[config.mk]
export PLATFORM = sky130hd
export DESIGN_NAME = i2c_eeprom_byte_master_core
export DESIGN_NICKNAME = d
export VERILOG_FILES = /design/src/i2cebm_pkg.sv /design/src/i2c_eeprom_byte_master_core.sv
export SDC_FILE = /design/constraint.sdc
export NUM_CORES = 1
export LEC_CHECK = 0
export BUFFER_PORTS_ARGS = -buffer_cell sky130_fd_sc_hd__buf_2
export CAP_MARGIN = 20
export CORE_MARGIN = 5
export CORE_UTILIZATION = 53
export DETAILED_ROUTE_END_ITERATION = 8
export GPL_ROUTABILITY_DRIVEN = 0
export HOLD_SLACK_MARGIN = 0.05
export PLACE_DENSITY = 0.75
export SLEW_MARGIN = 20
export SYNTH_ARGS = -nofsm -noshare
export SYNTH_HDL_FRONTEND = slang
export SYNTH_SLANG_ARGS = --single-unit
export TNS_END_PERCENT = 20
[constraint.sdc]
create_clock -name clk -period 3.74 [get_ports clk]
set_clock_uncertainty 0.2 [all_clocks]
set_input_delay 0.561 -clock clk [delete_from_list [all_inputs] [get_ports clk]]
set_output_delay 0.561 -clock clk [all_outputs]
set_load 0.02 [all_outputs]
[src/i2cebm_pkg.sv]
// ----------------------------------------------------------------------------
// i2cebm_pkg: shared types and codes of the i2c eeprom byte master
// beat layouts, command kinds, register indexes, error codes and bus phases
// ----------------------------------------------------------------------------
package i2cebm_pkg;

    // command kinds
    localparam logic [1:0] KIND_TICK  = 2'd0;
    localparam logic [1:0] KIND_WRITE = 2'd1;
    localparam logic [1:0] KIND_READ  = 2'd2;

    // configuration register indexes
    localparam logic [0:0] CFG_HALF_PERIOD   = 1'd0;
    localparam logic [0:0] CFG_DEVICE_SELECT = 1'd1;

    localparam int unsigned HALF_W = 10;
    localparam int unsigned DEV_W  = 7;

    localparam logic [HALF_W-1:0] HALF_PERIOD_RESET   = 10'd50;
    localparam logic [DEV_W-1:0]  DEVICE_SELECT_RESET = 7'd80;

    // error codes
    localparam logic [2:0] ERR_OK      = 3'd0;
    localparam logic [2:0] ERR_ID      = 3'd1;
    localparam logic [2:0] ERR_ADDR    = 3'd2;
    localparam logic [2:0] ERR_DATA    = 3'd3;
    localparam logic [2:0] ERR_READ_ID = 3'd4;

    // byte stage within a transaction
    localparam logic [1:0] STG_ID      = 2'd0;
    localparam logic [1:0] STG_ADDR    = 2'd1;
    localparam logic [1:0] STG_DATA    = 2'd2;
    localparam logic [1:0] STG_READ_ID = 2'd3;

    // direction bit appended to the device id
    localparam logic RW_WRITE = 1'b0;
    localparam logic RW_READ  = 1'b1;

    localparam logic [3:0] BITS_PER_BYTE = 4'd8;

    // bus phases
    localparam logic [3:0] PH_IDLE      = 4'd0;
    localparam logic [3:0] PH_START_A   = 4'd1;
    localparam logic [3:0] PH_START_B   = 4'd2;
    localparam logic [3:0] PH_BIT_LOW   = 4'd3;
    localparam logic [3:0] PH_BIT_HIGH  = 4'd4;
    localparam logic [3:0] PH_ACK_LOW   = 4'd5;
    localparam logic [3:0] PH_ACK_HIGH  = 4'd6;
    localparam logic [3:0] PH_RS_LOW    = 4'd7;
    localparam logic [3:0] PH_RS_HIGH   = 4'd8;
    localparam logic [3:0] PH_RD_LOW    = 4'd9;
    localparam logic [3:0] PH_RD_HIGH   = 4'd10;
    localparam logic [3:0] PH_NACK_LOW  = 4'd11;
    localparam logic [3:0] PH_NACK_HIGH = 4'd12;
    localparam logic [3:0] PH_STOP_A    = 4'd13;
    localparam logic [3:0] PH_STOP_B    = 4'd14;

    typedef struct packed {
        logic [1:0] kind;
        logic [7:0] mem_addr;
        logic [7:0] wr_data;
        logic       sda_in;
        logic       scl_in;
    } cmd_t;

    typedef struct packed {
        logic       scl_pull_low;
        logic       sda_pull_low;
        logic       busy_res;
        logic       done_res;
        logic [7:0] read_byte;
        logic [2:0] error_code;
    } res_t;

endpackage

[src/i2c_eeprom_byte_master_core.sv]
// ----------------------------------------------------------------------------
// i2c_eeprom_byte_master_core: i2c master for single byte eeprom access
// byte write and random read with clock stretching, ack check and stop on abort
// ----------------------------------------------------------------------------
// each accepted tick beat's result beat is registered and offered in the next cycle
// throughput: one tick beat per cycle while result beats are taken, set by the single state update per beat
// the result register frees as it is taken, so a new beat enters the same cycle
// reset (rst_n low, async): bus idle, lines released, no result pending,
// half period back to 50 ticks and device select back to 80
// ----------------------------------------------------------------------------
module i2c_eeprom_byte_master_core
    import i2cebm_pkg::*;
#(
    parameter int unsigned TICK_BITS = 10
)
(
    input  logic              clk,
    input  logic              rst_n,
    // tick beats
    input  logic              cmd_valid,
    output logic              cmd_ready,
    input  cmd_t              cmd,
    // result beats
    output logic              res_valid,
    input  logic              res_ready,
    output res_t              res,
    // register writes
    input  logic              cfg_valid,
    output logic              cfg_ready,
    input  logic [0:0]        cfg_index,
    input  logic [HALF_W-1:0] cfg_data
);

    // limit arithmetic runs wide enough for both the register and the counter
    localparam int unsigned LW = (TICK_BITS > HALF_W) ? TICK_BITS : HALF_W;
    localparam int unsigned CW = LW + 1;
    localparam logic [LW-1:0] CAP = LW'((64'd1 << TICK_BITS) - 64'd1);

    // configuration
    logic [HALF_W-1:0]    half_reg;
    logic [DEV_W-1:0]     dev_reg;

    // transaction state
    logic [3:0]           phase_reg,  phase_next;
    logic [7:0]           shift_reg,  shift_next;
    logic [3:0]           bitcnt_reg, bitcnt_next;
    logic [TICK_BITS-1:0] tick_reg,   tick_next;
    logic                 rd_reg,     rd_next;
    logic [7:0]           addr_reg,   addr_next;
    logic [7:0]           data_reg,   data_next;
    logic [7:0]           rbyte_reg,  rbyte_next;
    logic [2:0]           err_reg,    err_next;
    logic [1:0]           stage_reg,  stage_next;

    // result register
    logic                 res_valid_reg;
    res_t                 res_reg, res_next;

    logic                 accept;

    // phase timer
    logic [LW-1:0]        half_ext;
    logic [LW-1:0]        limit;
    logic [TICK_BITS:0]   tick_inc;
    logic                 last_tick;
    logic                 timed;
    logic                 high_phase;
    logic                 hold;
    logic                 pend;
    logic                 done;
    logic [3:0]           bitcnt_inc;

    assign cfg_ready = 1'b1;
    assign cmd_ready = !res_valid_reg || res_ready;
    assign accept    = cmd_valid && cmd_ready;
    assign res_valid = res_valid_reg;
    assign res       = res_reg;

    // zero half period counts as one tick, large values saturate to the counter
    always_comb
    begin
        half_ext = LW'(half_reg);
        if (half_reg == '0)
        begin
            limit = LW'(1);
        end
        else if (half_ext > CAP)
        begin
            limit = CAP;
        end
        else
        begin
            limit = half_ext;
        end
    end

    assign tick_inc   = {1'b0, tick_reg} + {{TICK_BITS{1'b0}}, 1'b1};
    assign last_tick  = CW'(tick_inc) >= CW'(limit);
    assign timed      = (phase_reg != PH_IDLE) && (phase_reg <= PH_STOP_B);
    assign high_phase = (phase_reg == PH_BIT_HIGH) || (phase_reg == PH_ACK_HIGH)
                     || (phase_reg == PH_RS_HIGH)  || (phase_reg == PH_RD_HIGH)
                     || (phase_reg == PH_NACK_HIGH);
    // a high phase waits while the slave stretches scl
    assign hold       = high_phase && !cmd.scl_in;
    assign pend       = timed && !hold && last_tick;
    assign bitcnt_inc = bitcnt_reg + 4'd1;

    // next state for one tick
    always_comb
    begin
        phase_next  = phase_reg;
        shift_next  = shift_reg;
        bitcnt_next = bitcnt_reg;
        rd_next     = rd_reg;
        addr_next   = addr_reg;
        data_next   = data_reg;
        rbyte_next  = rbyte_reg;
        err_next    = err_reg;
        stage_next  = stage_reg;
        done        = 1'b0;

        // timer: phases end on the last tick, the count clears at a phase end
        if (!timed)
        begin
            tick_next = '0;
        end
        else if (hold)
        begin
            tick_next = tick_reg;
        end
        else if (last_tick)
        begin
            tick_next = '0;
        end
        else
        begin
            tick_next = tick_inc[TICK_BITS-1:0];
        end

        unique case (phase_reg)
            PH_IDLE:
            begin
                if (cmd.kind == KIND_WRITE || cmd.kind == KIND_READ)
                begin
                    rd_next     = (cmd.kind == KIND_READ);
                    addr_next   = cmd.mem_addr;
                    data_next   = cmd.wr_data;
                    stage_next  = STG_ID;
                    shift_next  = {dev_reg, RW_WRITE};
                    bitcnt_next = '0;
                    err_next    = ERR_OK;
                    rbyte_next  = '0;
                    phase_next  = PH_START_A;
                end
            end
            PH_START_A:
            begin
                if (pend)
                begin
                    phase_next = PH_START_B;
                end
            end
            PH_START_B:
            begin
                if (pend)
                begin
                    bitcnt_next = '0;
                    phase_next  = PH_BIT_LOW;
                end
            end
            PH_BIT_LOW:
            begin
                if (pend)
                begin
                    phase_next = PH_BIT_HIGH;
                end
            end
            PH_BIT_HIGH:
            begin
                if (pend)
                begin
                    shift_next  = {shift_reg[6:0], 1'b0};
                    bitcnt_next = bitcnt_inc;
                    phase_next  = (bitcnt_inc >= BITS_PER_BYTE) ? PH_ACK_LOW : PH_BIT_LOW;
                end
            end
            PH_ACK_LOW:
            begin
                if (pend)
                begin
                    phase_next = PH_ACK_HIGH;
                end
            end
            PH_ACK_HIGH:
            begin
                if (pend)
                begin
                    bitcnt_next = '0;
                    if (cmd.sda_in)
                    begin
                        // nack: error code follows the byte stage, always via stop
                        err_next   = {1'b0, stage_reg} + 3'd1;
                        rbyte_next = '0;
                        phase_next = PH_STOP_A;
                    end
                    else
                    begin
                        unique case (stage_reg)
                            STG_ID:
                            begin
                                stage_next = STG_ADDR;
                                shift_next = addr_reg;
                                phase_next = PH_BIT_LOW;
                            end
                            STG_ADDR:
                            begin
                                if (rd_reg)
                                begin
                                    phase_next = PH_RS_LOW;
                                end
                                else
                                begin
                                    stage_next = STG_DATA;
                                    shift_next = data_reg;
                                    phase_next = PH_BIT_LOW;
                                end
                            end
                            STG_DATA:
                            begin
                                phase_next = PH_STOP_A;
                            end
                            default:
                            begin
                                shift_next = '0;
                                phase_next = PH_RD_LOW;
                            end
                        endcase
                    end
                end
            end
            PH_RS_LOW:
            begin
                if (pend)
                begin
                    phase_next = PH_RS_HIGH;
                end
            end
            PH_RS_HIGH:
            begin
                if (pend)
                begin
                    stage_next = STG_READ_ID;
                    shift_next = {dev_reg, RW_READ};
                    phase_next = PH_START_B;
                end
            end
            PH_RD_LOW:
            begin
                if (pend)
                begin
                    phase_next = PH_RD_HIGH;
                end
            end
            PH_RD_HIGH:
            begin
                if (pend)
                begin
                    shift_next  = {shift_reg[6:0], cmd.sda_in};
                    bitcnt_next = bitcnt_inc;
                    if (bitcnt_inc >= BITS_PER_BYTE)
                    begin
                        rbyte_next = {shift_reg[6:0], cmd.sda_in};
                        phase_next = PH_NACK_LOW;
                    end
                    else
                    begin
                        phase_next = PH_RD_LOW;
                    end
                end
            end
            PH_NACK_LOW:
            begin
                if (pend)
                begin
                    phase_next = PH_NACK_HIGH;
                end
            end
            PH_NACK_HIGH:
            begin
                if (pend)
                begin
                    phase_next = PH_STOP_A;
                end
            end
            PH_STOP_A:
            begin
                if (pend)
                begin
                    phase_next = PH_STOP_B;
                end
            end
            PH_STOP_B:
            begin
                if (pend)
                begin
                    phase_next = PH_IDLE;
                    done       = 1'b1;
                end
            end
            default:
            begin
                phase_next = PH_IDLE;
            end
        endcase
    end

    // bus levels follow the phase reached after this tick
    always_comb
    begin
        res_next.busy_res   = (phase_next != PH_IDLE);
        res_next.done_res   = done;
        res_next.read_byte  = rbyte_next;
        res_next.error_code = err_next;
        case (phase_next)
            PH_START_B:
            begin
                res_next.scl_pull_low = 1'b0;
                res_next.sda_pull_low = 1'b1;
            end
            PH_BIT_LOW:
            begin
                res_next.scl_pull_low = 1'b1;
                res_next.sda_pull_low = !shift_next[7];
            end
            PH_BIT_HIGH:
            begin
                res_next.scl_pull_low = 1'b0;
                res_next.sda_pull_low = !shift_next[7];
            end
            PH_ACK_LOW, PH_RS_LOW, PH_RD_LOW, PH_NACK_LOW:
            begin
                // sda released for the slave, or for a repeated start or nack
                res_next.scl_pull_low = 1'b1;
                res_next.sda_pull_low = 1'b0;
            end
            PH_STOP_A:
            begin
                res_next.scl_pull_low = 1'b1;
                res_next.sda_pull_low = 1'b1;
            end
            PH_STOP_B:
            begin
                res_next.scl_pull_low = 1'b0;
                res_next.sda_pull_low = 1'b1;
            end
            default:
            begin
                res_next.scl_pull_low = 1'b0;
                res_next.sda_pull_low = 1'b0;
            end
        endcase
    end

    // configuration registers
    always_ff @(posedge clk or negedge rst_n)
    begin
        if (!rst_n)
        begin
            half_reg <= HALF_PERIOD_RESET;
            dev_reg  <= DEVICE_SELECT_RESET;
        end
        else if (cfg_valid)
        begin
            unique case (cfg_index)
                CFG_HALF_PERIOD:   half_reg <= cfg_data;
                CFG_DEVICE_SELECT: dev_reg  <= cfg_data[DEV_W-1:0];
                default:           ;
            endcase
        end
    end

    // transaction state advances once per accepted tick beat
    always_ff @(posedge clk or negedge rst_n)
    begin
        if (!rst_n)
        begin
            phase_reg  <= PH_IDLE;
            shift_reg  <= '0;
            bitcnt_reg <= '0;
            tick_reg   <= '0;
            rd_reg     <= 1'b0;
            addr_reg   <= '0;
            data_reg   <= '0;
            rbyte_reg  <= '0;
            err_reg    <= ERR_OK;
            stage_reg  <= STG_ID;
        end
        else if (accept)
        begin
            phase_reg  <= phase_next;
            shift_reg  <= shift_next;
            bitcnt_reg <= bitcnt_next;
            tick_reg   <= tick_next;
            rd_reg     <= rd_next;
            addr_reg   <= addr_next;
            data_reg   <= data_next;
            rbyte_reg  <= rbyte_next;
            err_reg    <= err_next;
            stage_reg  <= stage_next;
        end
    end

    // result register: refilled in the cycle it is taken
    always_ff @(posedge clk or negedge rst_n)
    begin
        if (!rst_n)
        begin
            res_valid_reg <= 1'b0;
        end
        else if (accept)
        begin
            res_valid_reg <= 1'b1;
        end
        else if (res_ready)
        begin
            res_valid_reg <= 1'b0;
        end
    end

    always_ff @(posedge clk)
    begin
        if (accept)
        begin
            res_reg <= res_next;
        end
    end

endmodule

Word level (Yosys, flattened, before mapping) --
Cells that the tools add are included.
Operators by class: reductions and logical operators 36, bitwise operators 1, order comparisons 4, equality and inequality tests 39, muxes and demuxes 59, $add $sub $neg 3
Operators with widths (count):
- $mux W8 | 12
- $mux W4 | 18
- $pmux W4 S14 | 1
- $mux W10 | 5
- $pmux W8 S3 | 2
- $eq A4 B4 Y1 const B | 11
- $pmux W8 S5 | 1
- $eq A4 B3 Y1 const B | 7
- $pmux W4 S3 | 2
- $eq A4 B2 Y1 const B | 4
- $ne A2 B2 Y1 const B | 8
- $mux W3 | 5
- $mux W2 | 6
- $add A10 B1 Y11 const B | 1
- $ge A11 B10 Y1 | 1
- $gt A10 B10 Y1 const B | 1
- $logic_not A10 Y1 | 1
- $pmux W2 S5 | 1
- $reduce_and A10 Y1 | 1
- $reduce_and A8 Y1 | 1
- $reduce_bool A4 Y1 | 2
- $reduce_or A2 Y1 | 4
- $logic_or A1 B1 Y1 | 6
- $pmux W2 S3 | 1
- 25 further kinds | 40
Word-level totals: input port bits 36, register bits 89, output and inout bits 18

Logic depth before layout (Yosys ltp) --
Gate-level depths: netlist (run 1).
depth after elaboration 14, gate-level depth with buffers 16

Worst setup path after synthesis (run 1) --
No wires, ideal clock.
path type register -> register, start reg tick_reg[0], end reg res_reg, in the netlist res[12] (data pin), required time 3281 ps, data arrival time 3298 ps, buffers on the path 0, stages on the path, launching flop included 14, clock period less this slack 3757 ps, library setup time 259 ps, path slack -17 ps, cell sequence dfrtp_1 ha_1 and3_4 and3_2 xor2_1 ha_1 a21oi_1 and2b_2 a311oi_4 o21a_4 o41ai_1 a222oi_1 and3_2 nand2_1
RTL lines:
- from (decl) | line i2c_eeprom_byte_master_core.sv:47 | logic [TICK_BITS-1:0] tick_reg, tick_next;
- from (signal assigned) | line i2c_eeprom_byte_master_core.sv:403 | tick_reg <= tick_next;
- to (signal assigned) | line i2c_eeprom_byte_master_core.sv:434 | res_reg <= res_next;
- to (decl) | line i2c_eeprom_byte_master_core.sv:57 | res_t res_reg, res_next;

==> results of run 1 <==
## where the power goes
group	internal (W)	switching (W)
clock network	0.000251	0.000366
registers	0.00118	0.000139
logic	0.000355	0.000423
## layout make-up
type / instances / area, um^2 / area share
clock inverters: 6 / 50.05 / 0.008789
repair buffers: 87 / 523.0 / 0.09185
well taps: 111 / 138.9 / 0.02439
clock buffers: 10 / 127.6 / 0.02241
inverters: 17 / 63.81 / 0.01121
multi-input cells: 351 / 2482 / 0.4359
flip-flops and latches: 89 / 2308 / 0.4054
## through the flow
stage / total power (W) / area (um^2)
5_1_grt: 0.002871 / 5694
6_report: 0.002712 / 5694
3_5_place_dp: 0.002074 / 5361
4_1_cts: 0.002691 / 5562
3_3_place_gp: 0.002037 / 5361
2_1_floorplan: 0.001834 / 4885
## per-layer routing
layer | share of wire | up-vias
met4 | 0.024 | 0
met1 | 0.43 | 1957
met2 | 0.48 | 195
met3 | 0.071 | 34
met5 | 0 | -
li1 | - | 1904
## repair_timing
action	4_1_cts	5_1_grt
pin swaps	5	12
resized for setup	1	15
buffers inserted	2	8
setup endpoints to repair	15	33
hold buffers	0	0
## cells by family after synthesis
| kind of cell | Yosys count |
|---|---|
| xor gates and xnor gates | 9 |
| DFF | 89 |
| muxes | 35 |
| and+or+nand+nor | 150 |
| AOI/OAI and AO/OA | 139 |
| buffers and inverters | 36 |
| other | 1 |
| adders and majority gates | 17 |
## worst max path at each step
stage                 from       to  slack, ns  cells past startpoint
2_1_floorplan  tick_reg[0]  res[12]       0.02                     13
3_3_place_gp   tick_reg[4]  res[13]       0.07                     15
3_5_place_dp   tick_reg[4]  res[13]      -0.06                     15
4_1_cts        tick_reg[4]  res[13]       0.01                     15
5_1_grt        tick_reg[2]  res[13]      -0.07                     16
6_report       tick_reg[1]  res[13]       0.06                     16
## placed cells by master, fill, tap and decap left out, drive strengths merged, types with 2 or more instances in the layout
cell type	synthesis	routed
o31ai	6	6
a21oi	26	26
xor2	4	4
and2	3	3
mux2	34	34
nand3	14	14
nand2b	9	9
nor3	10	10
a221oi	2	2
nor4	4	4
a22oi	7	7
clkbuf	9	10
buf	10	87
a222oi	2	2
dfrtp	69	69
o211ai	3	3
nand2	47	47
a211oi	3	3
o21ai	48	48
dfstp	5	5
nor2	40	40
xnor2	5	5
a32o	3	3
edfxtp	15	15
inv	16	20
or2	3	3
ha	17	17
o41ai	2	2
a31oi	4	4
a22o	23	23
nor2b	5	5
and3	10	10
clkinvlp	0	2
==> impl_metrics.env, run 1 <==
export IMPL_drv_cap=0
export IMPL_critPathArrivalTime_ns=3.70
export IMPL_synthAdderAreaFrac=0.04369
export IMPL_wl_per_cell_um=17.61
export IMPL_dp_cells=645
export IMPL_totalWireLength_um=11820
export IMPL_critPathLaunchType="register"
export IMPL_fill_cells=761
export IMPL_tritoncts="done"
export IMPL_path_clk_slew_ns=0.10
export IMPL_grtUsageTotal=0.2123
export IMPL_drtIter0Drc=310
export IMPL_syn_nets=529
export IMPL_period_minus_slack_ns=3.675
export IMPL_peakVddDrop_mv=0.2716
export IMPL_slew_headroom=0.3629
export IMPL_synthTopCellsByArea="dfrtp_1 35%, edfxtp_1 9.3%, mux2_2 7.9%"
export IMPL_path_class="reg -> reg"
export IMPL_die_w_um=105.8
export IMPL_synth_edff_count=15
export IMPL_ys_warnings_count=0
export IMPL_dieArea_mm2=0.01120
export IMPL_n_antenna_cell=0
export IMPL_path_max_fanout=7
export IMPL_insertion_delay_ns=0.37
export IMPL_cts_sinks=89
export IMPL_p_leak_nw=2.484
export IMPL_met3_usage=0.03552
export IMPL_grt_max_degree=42
export IMPL_p_per_area_mw_per_mm2=476.3
export IMPL_yosysSeqAreaShare=0.4742
export IMPL_reg2reg_from="tick_reg[1]"
export IMPL_root_buffer="clkbuf_8"
export IMPL_whs_ns=0.1396
export IMPL_nNetsFinal=608
export IMPL_grt_pass1_vias=3992
export IMPL_ff2ff_path_depth=16
export IMPL_critPathTopFamily="compound AO/OA/AOI/OAI gates"
export IMPL_grt_util_met1=0.2828
export IMPL_final_setup_viol_count=0
export IMPL_yosysMostFrequentCell="dfrtp_1"
export IMPL_largest_register_ffs=15
export IMPL_numCtsBuffers=9
export IMPL_synthArstFlopShare=0.8315
export IMPL_tns_ns=0
export IMPL_hold_violations=0
export IMPL_postLayoutCoreUtil=0.6251
export IMPL_crit_buf_inv=2
export IMPL_top_usage_layer="met2"
export IMPL_use_met2=0.3447
export IMPL_drc=0
export IMPL_initial_core_util=0.5345
export IMPL_synth_seq_cells=89
export IMPL_r2r_end="res[13]"
export IMPL_synthMuxAreaShare=0.08070
export IMPL_fp_row_count=35
export IMPL_synth_cell_types=65
export IMPL_avgSynthCellArea_um2=10.23
export IMPL_critPathCaptureType="register"
export IMPL_vias_per_cell=6.095
export IMPL_cp_cell_sequence="ha_4 > and3_4 > and3_4 > xor2_4 > ha_4 > a21oi_2 > and2b_2 > a311oi_4 > buf_4 > o21ai_4 > buf_4 > and3_1 > a311o_2 > o31ai_4 > a21oi_1 > o21ai_1"
export IMPL_synth_top_family_by_area="compound AO/OA/AOI/OAI gates"
export IMPL_grt_pass1_wl_um=19220
export IMPL_synth_top_area_cell="dfrtp_1"
export IMPL_synth_xor_area_share=0.01619
export IMPL_num_vias=4090
export IMPL_cts_htree_levels=3
export IMPL_cts_max_path_buffers=2
export IMPL_fmax_mhz=272.1
export IMPL_place_ws_ns=-0.05616
export IMPL_synthTopCellsByCount="69 x dfrtp_1, 46 x nand2_1, 45 x o21ai_0"
export IMPL_fin_crit_sh=0.9827
export IMPL_core_area_mm2=0.009109
export IMPL_netlist_area_leader_share=0.3547
export IMPL_netlist_area_mm2=0.004868
export IMPL_hp_class="in -> async"
export IMPL_io_pins=54
export IMPL_tightest_slew_ns=0.9556
export IMPL_drv_slew=0
export IMPL_layout_setup_ws_ns=0.06488
export IMPL_first_pass_iters=6
export IMPL_crit_path_top_delay_cell="dfrtp_1"
export IMPL_netlist_instances=476
export IMPL_critPathRequiredTime_ns=3.76
export IMPL_antenna_found_initial=0
export IMPL_stdcell_count=671
export IMPL_r2r_slack_ns=0.06
export IMPL_synth_compound_area_frac=0.1989
export IMPL_rsz0062_at_grt="true"
export IMPL_slowest_delay_ns=0.41
export IMPL_die_h_um=105.8
export IMPL_synth_simple_area_share=0.1498
export IMPL_synthFlopType="dfrtp_1"
export IMPL_drive_above_1_share=0.3125
export IMPL_hpwl_um=8658
export IMPL_portBuffers=52
export IMPL_status="finished clean"
export IMPL_grt_ovfl_total=0
export IMPL_ant_nets=0
export IMPL_syn2layout_area_growth_pct=16.96
(Power assumes the default switching activity.)
==> run 2: changes to the inputs <==
--- a/config.mk
+++ b/config.mk
@@ -13,6 +13,7 @@
 export GPL_ROUTABILITY_DRIVEN = 0
 export HOLD_SLACK_MARGIN = 0.05
 export PLACE_DENSITY = 0.75
+export RECOVER_POWER = 25
 export SLEW_MARGIN = 20
 export SYNTH_ARGS = -nofsm -noshare
 export SYNTH_HDL_FRONTEND = slang
==> impl_metrics.env, run 2 (synthesized netlist as in run 1, its figures left out) <==
export IMPL_status="finished with violations"
export IMPL_violations="capacitance limit, slew limit"
export IMPL_hpwl_um=8658
export IMPL_cp_cell_sequence="ha_4 > and3_4 > and3_4 > xor2_4 > ha_4 > a21oi_2 > and2b_2 > a311oi_4 > buf_4 > o21ai_4 > buf_4 > and3_1 > a311o_2 > o31ai_4 > a21oi_1 > o21ai_1"
export IMPL_switching_share=0.3431
export IMPL_hold_end="res_valid"
export IMPL_tightest_slew_ns=2.279
export IMPL_ff2ff_path_depth=16
export IMPL_r2r_slack_ns=0.06
export IMPL_critPathRequiredTime_ns=3.76
export IMPL_ctsHoldBuffers=0
export IMPL_dp_cells=645
export IMPL_slew_headroom=-0.5191
export IMPL_syn2layout_area_growth_pct=16.81
export IMPL_vias_per_cell=6.107
export IMPL_first_pass_iters=5
export IMPL_nNetsFinal=608
export IMPL_hp_class="in -> reg"
export IMPL_fmax_mhz=271.9
export IMPL_seq_power_share=0.485
export IMPL_critPathCaptureType="register"
export IMPL_n_antenna_cell=0
export IMPL_peakVddDrop_mv=0.2692
export IMPL_hold_path_startpoint="cmd_valid"
export IMPL_grt_max_degree=42
export IMPL_slowest_delay_ns=0.41
export IMPL_layout_common_cells="69 x dfrtp_1, 49 x buf_2, 45 x nand2_1, 42 x o21ai_0, 38 x nor2_1"
export IMPL_cts_sinks=89
export IMPL_hold_depth=2
export IMPL_postLayoutCoreUtil=0.6243
export IMPL_critPathArrivalTime_ns=3.70
export IMPL_grt_pass1_vias=3992
export IMPL_fp_row_count=35
export IMPL_drv_cap=1
export IMPL_tritoncts="done"
export IMPL_portBuffers=52
export IMPL_drive_above_1_share=0.3054
export IMPL_fin_crit_sh=0.9834
export IMPL_root_buffer="clkbuf_8"
export IMPL_io_pins=54
export IMPL_initial_core_util=0.5345
export IMPL_cts_max_path_buffers=2
export IMPL_drtIter0Drc=319
export IMPL_numCtsBuffers=9
export IMPL_path_class="reg -> reg"
export IMPL_finalPower_w=0.002715
export IMPL_path_max_fanout=7
export IMPL_grt_ovfl_total=0
export IMPL_crit_path_top_delay_cell="dfrtp_1"
export IMPL_dieArea_mm2=0.01120
export IMPL_insertion_delay_ns=0.37
export IMPL_period_minus_slack_ns=3.678
export IMPL_die_w_um=105.8
export IMPL_core_area_mm2=0.009109
export IMPL_critPathLaunchType="register"
export IMPL_rsz0062_at_grt="true"
export IMPL_die_h_um=105.8
export IMPL_final_setup_viol_count=0
export IMPL_cellInternalPower_w=0.001784
export IMPL_ant_nets=0
export IMPL_p_leak_nw=2.472
export IMPL_drv_slew=42
export IMPL_path_clk_slew_ns=0.09
export IMPL_grtUsageTotal=0.2123
export IMPL_num_vias=4098
export IMPL_final_common_cell="dfrtp_1"
export IMPL_hold_violations=0
export IMPL_p_per_area_mw_per_mm2=477.5
export IMPL_p_clk_frac=0.228
export IMPL_grt_pass1_wl_um=19220
export IMPL_drc=0
export IMPL_reg2reg_from="tick_reg[1]"
export IMPL_combinationalPowerShare=0.287
export IMPL_p_switching_w=0.0009316
export IMPL_fill_cells=763
export IMPL_cts_htree_levels=3
export IMPL_wl_per_cell_um=17.53
export IMPL_r2r_end="res[13]"
export IMPL_stdcell_count=671
export IMPL_antenna_found_initial=0
export IMPL_tns_ns=0
export IMPL_totalWireLength_um=11760
export IMPL_largest_register_ffs=15
-- run 2: changes by cell type in the layout (fill, tap and decap cells not counted), sizes merged --
cell    change
buf         -4
clkbuf      +4
-- run 2: layout make-up --
| type | count | area [um^2] | area share |
|---|---|---|---|
| Tap cell | 111 | 138.9 | 0.02442 |
| Inverter | 17 | 63.81 | 0.01122 |
| Multi-Input combinational cell | 351 | 2482 | 0.4365 |
| Sequential cell | 89 | 2308 | 0.4059 |
| Clock buffer | 10 | 127.6 | 0.02244 |
| Timing Repair Buffer | 87 | 515.5 | 0.09065 |
| Clock inverter | 6 | 50.05 | 0.008801 |
-- run 2: through the flow --
stage                     setup WS, ns  hold WS, ns  area (um^2)
final                          0.06212       0.2057         5687
after global routing          -0.06505       0.2033         5687
after CTS                      0.01017       0.1713         5562
after detailed placement      -0.05616       0.2944         5361
after global placement         0.07479       0.2733         5361
after floorplan                0.01807      0.06541         4885
-- run 2: how the worst max path moves through the flow --
| stage | startpoint | to | slack [ns] | cells past startpoint |
|---|---|---|---|---|
| after floorplan | tick_reg[0] | res[12] | 0.02 | 13 |
| after global placement | tick_reg[4] | res[13] | 0.07 | 15 |
| after detailed placement | tick_reg[4] | res[13] | -0.06 | 15 |
| after CTS | tick_reg[4] | res[13] | 0.01 | 15 |
| after global routing | tick_reg[2] | res[13] | -0.07 | 16 |
| final | tick_reg[1] | res[13] | 0.06 | 16 |
-- run 2: power by group through the flow --
| stage | Sequential (W) | Clock, W | Combinational, W |
|---|---|---|---|
| after global placement | 0.00132 | 0 | 0.000717 |
| after global routing | 0.00133 | 0.000671 | 0.000865 |
| final | 0.00132 | 0.000620 | 0.000779 |
| after CTS | 0.00131 | 0.000626 | 0.000754 |
| after floorplan | 0.00130 | 0 | 0.000533 |
| after detailed placement | 0.00133 | 0 | 0.000741 |
-- run 2: repair_timing --
item | in CTS | in global routing
endpoints found under the setup margin | 15 | 33
pin swaps | 5 | 12
gates resized for setup | 1 | 15
buffers inserted | 2 | 8
-- run 2: critical path: cells and delay by family, from the launching register on --
kind            cells  cell delay, ns
flops               1            0.41
fa+ha+maj           2            0.38
xor+xnor            1            0.19
buf+inv             2            0.34
compound gates      7            1.21
simple gates        4            0.78
-- run 2: metal layers --
metal  global-route usage  vias up  share of wire  wire length [um]
met4              0.08788        0          0.022               260
met5                    0        -              0                 0
met3              0.03552       30          0.062               731
met2               0.3447      178           0.48              5672
met1               0.2828     1983           0.43              5099
li1                     -     1907              -                 -
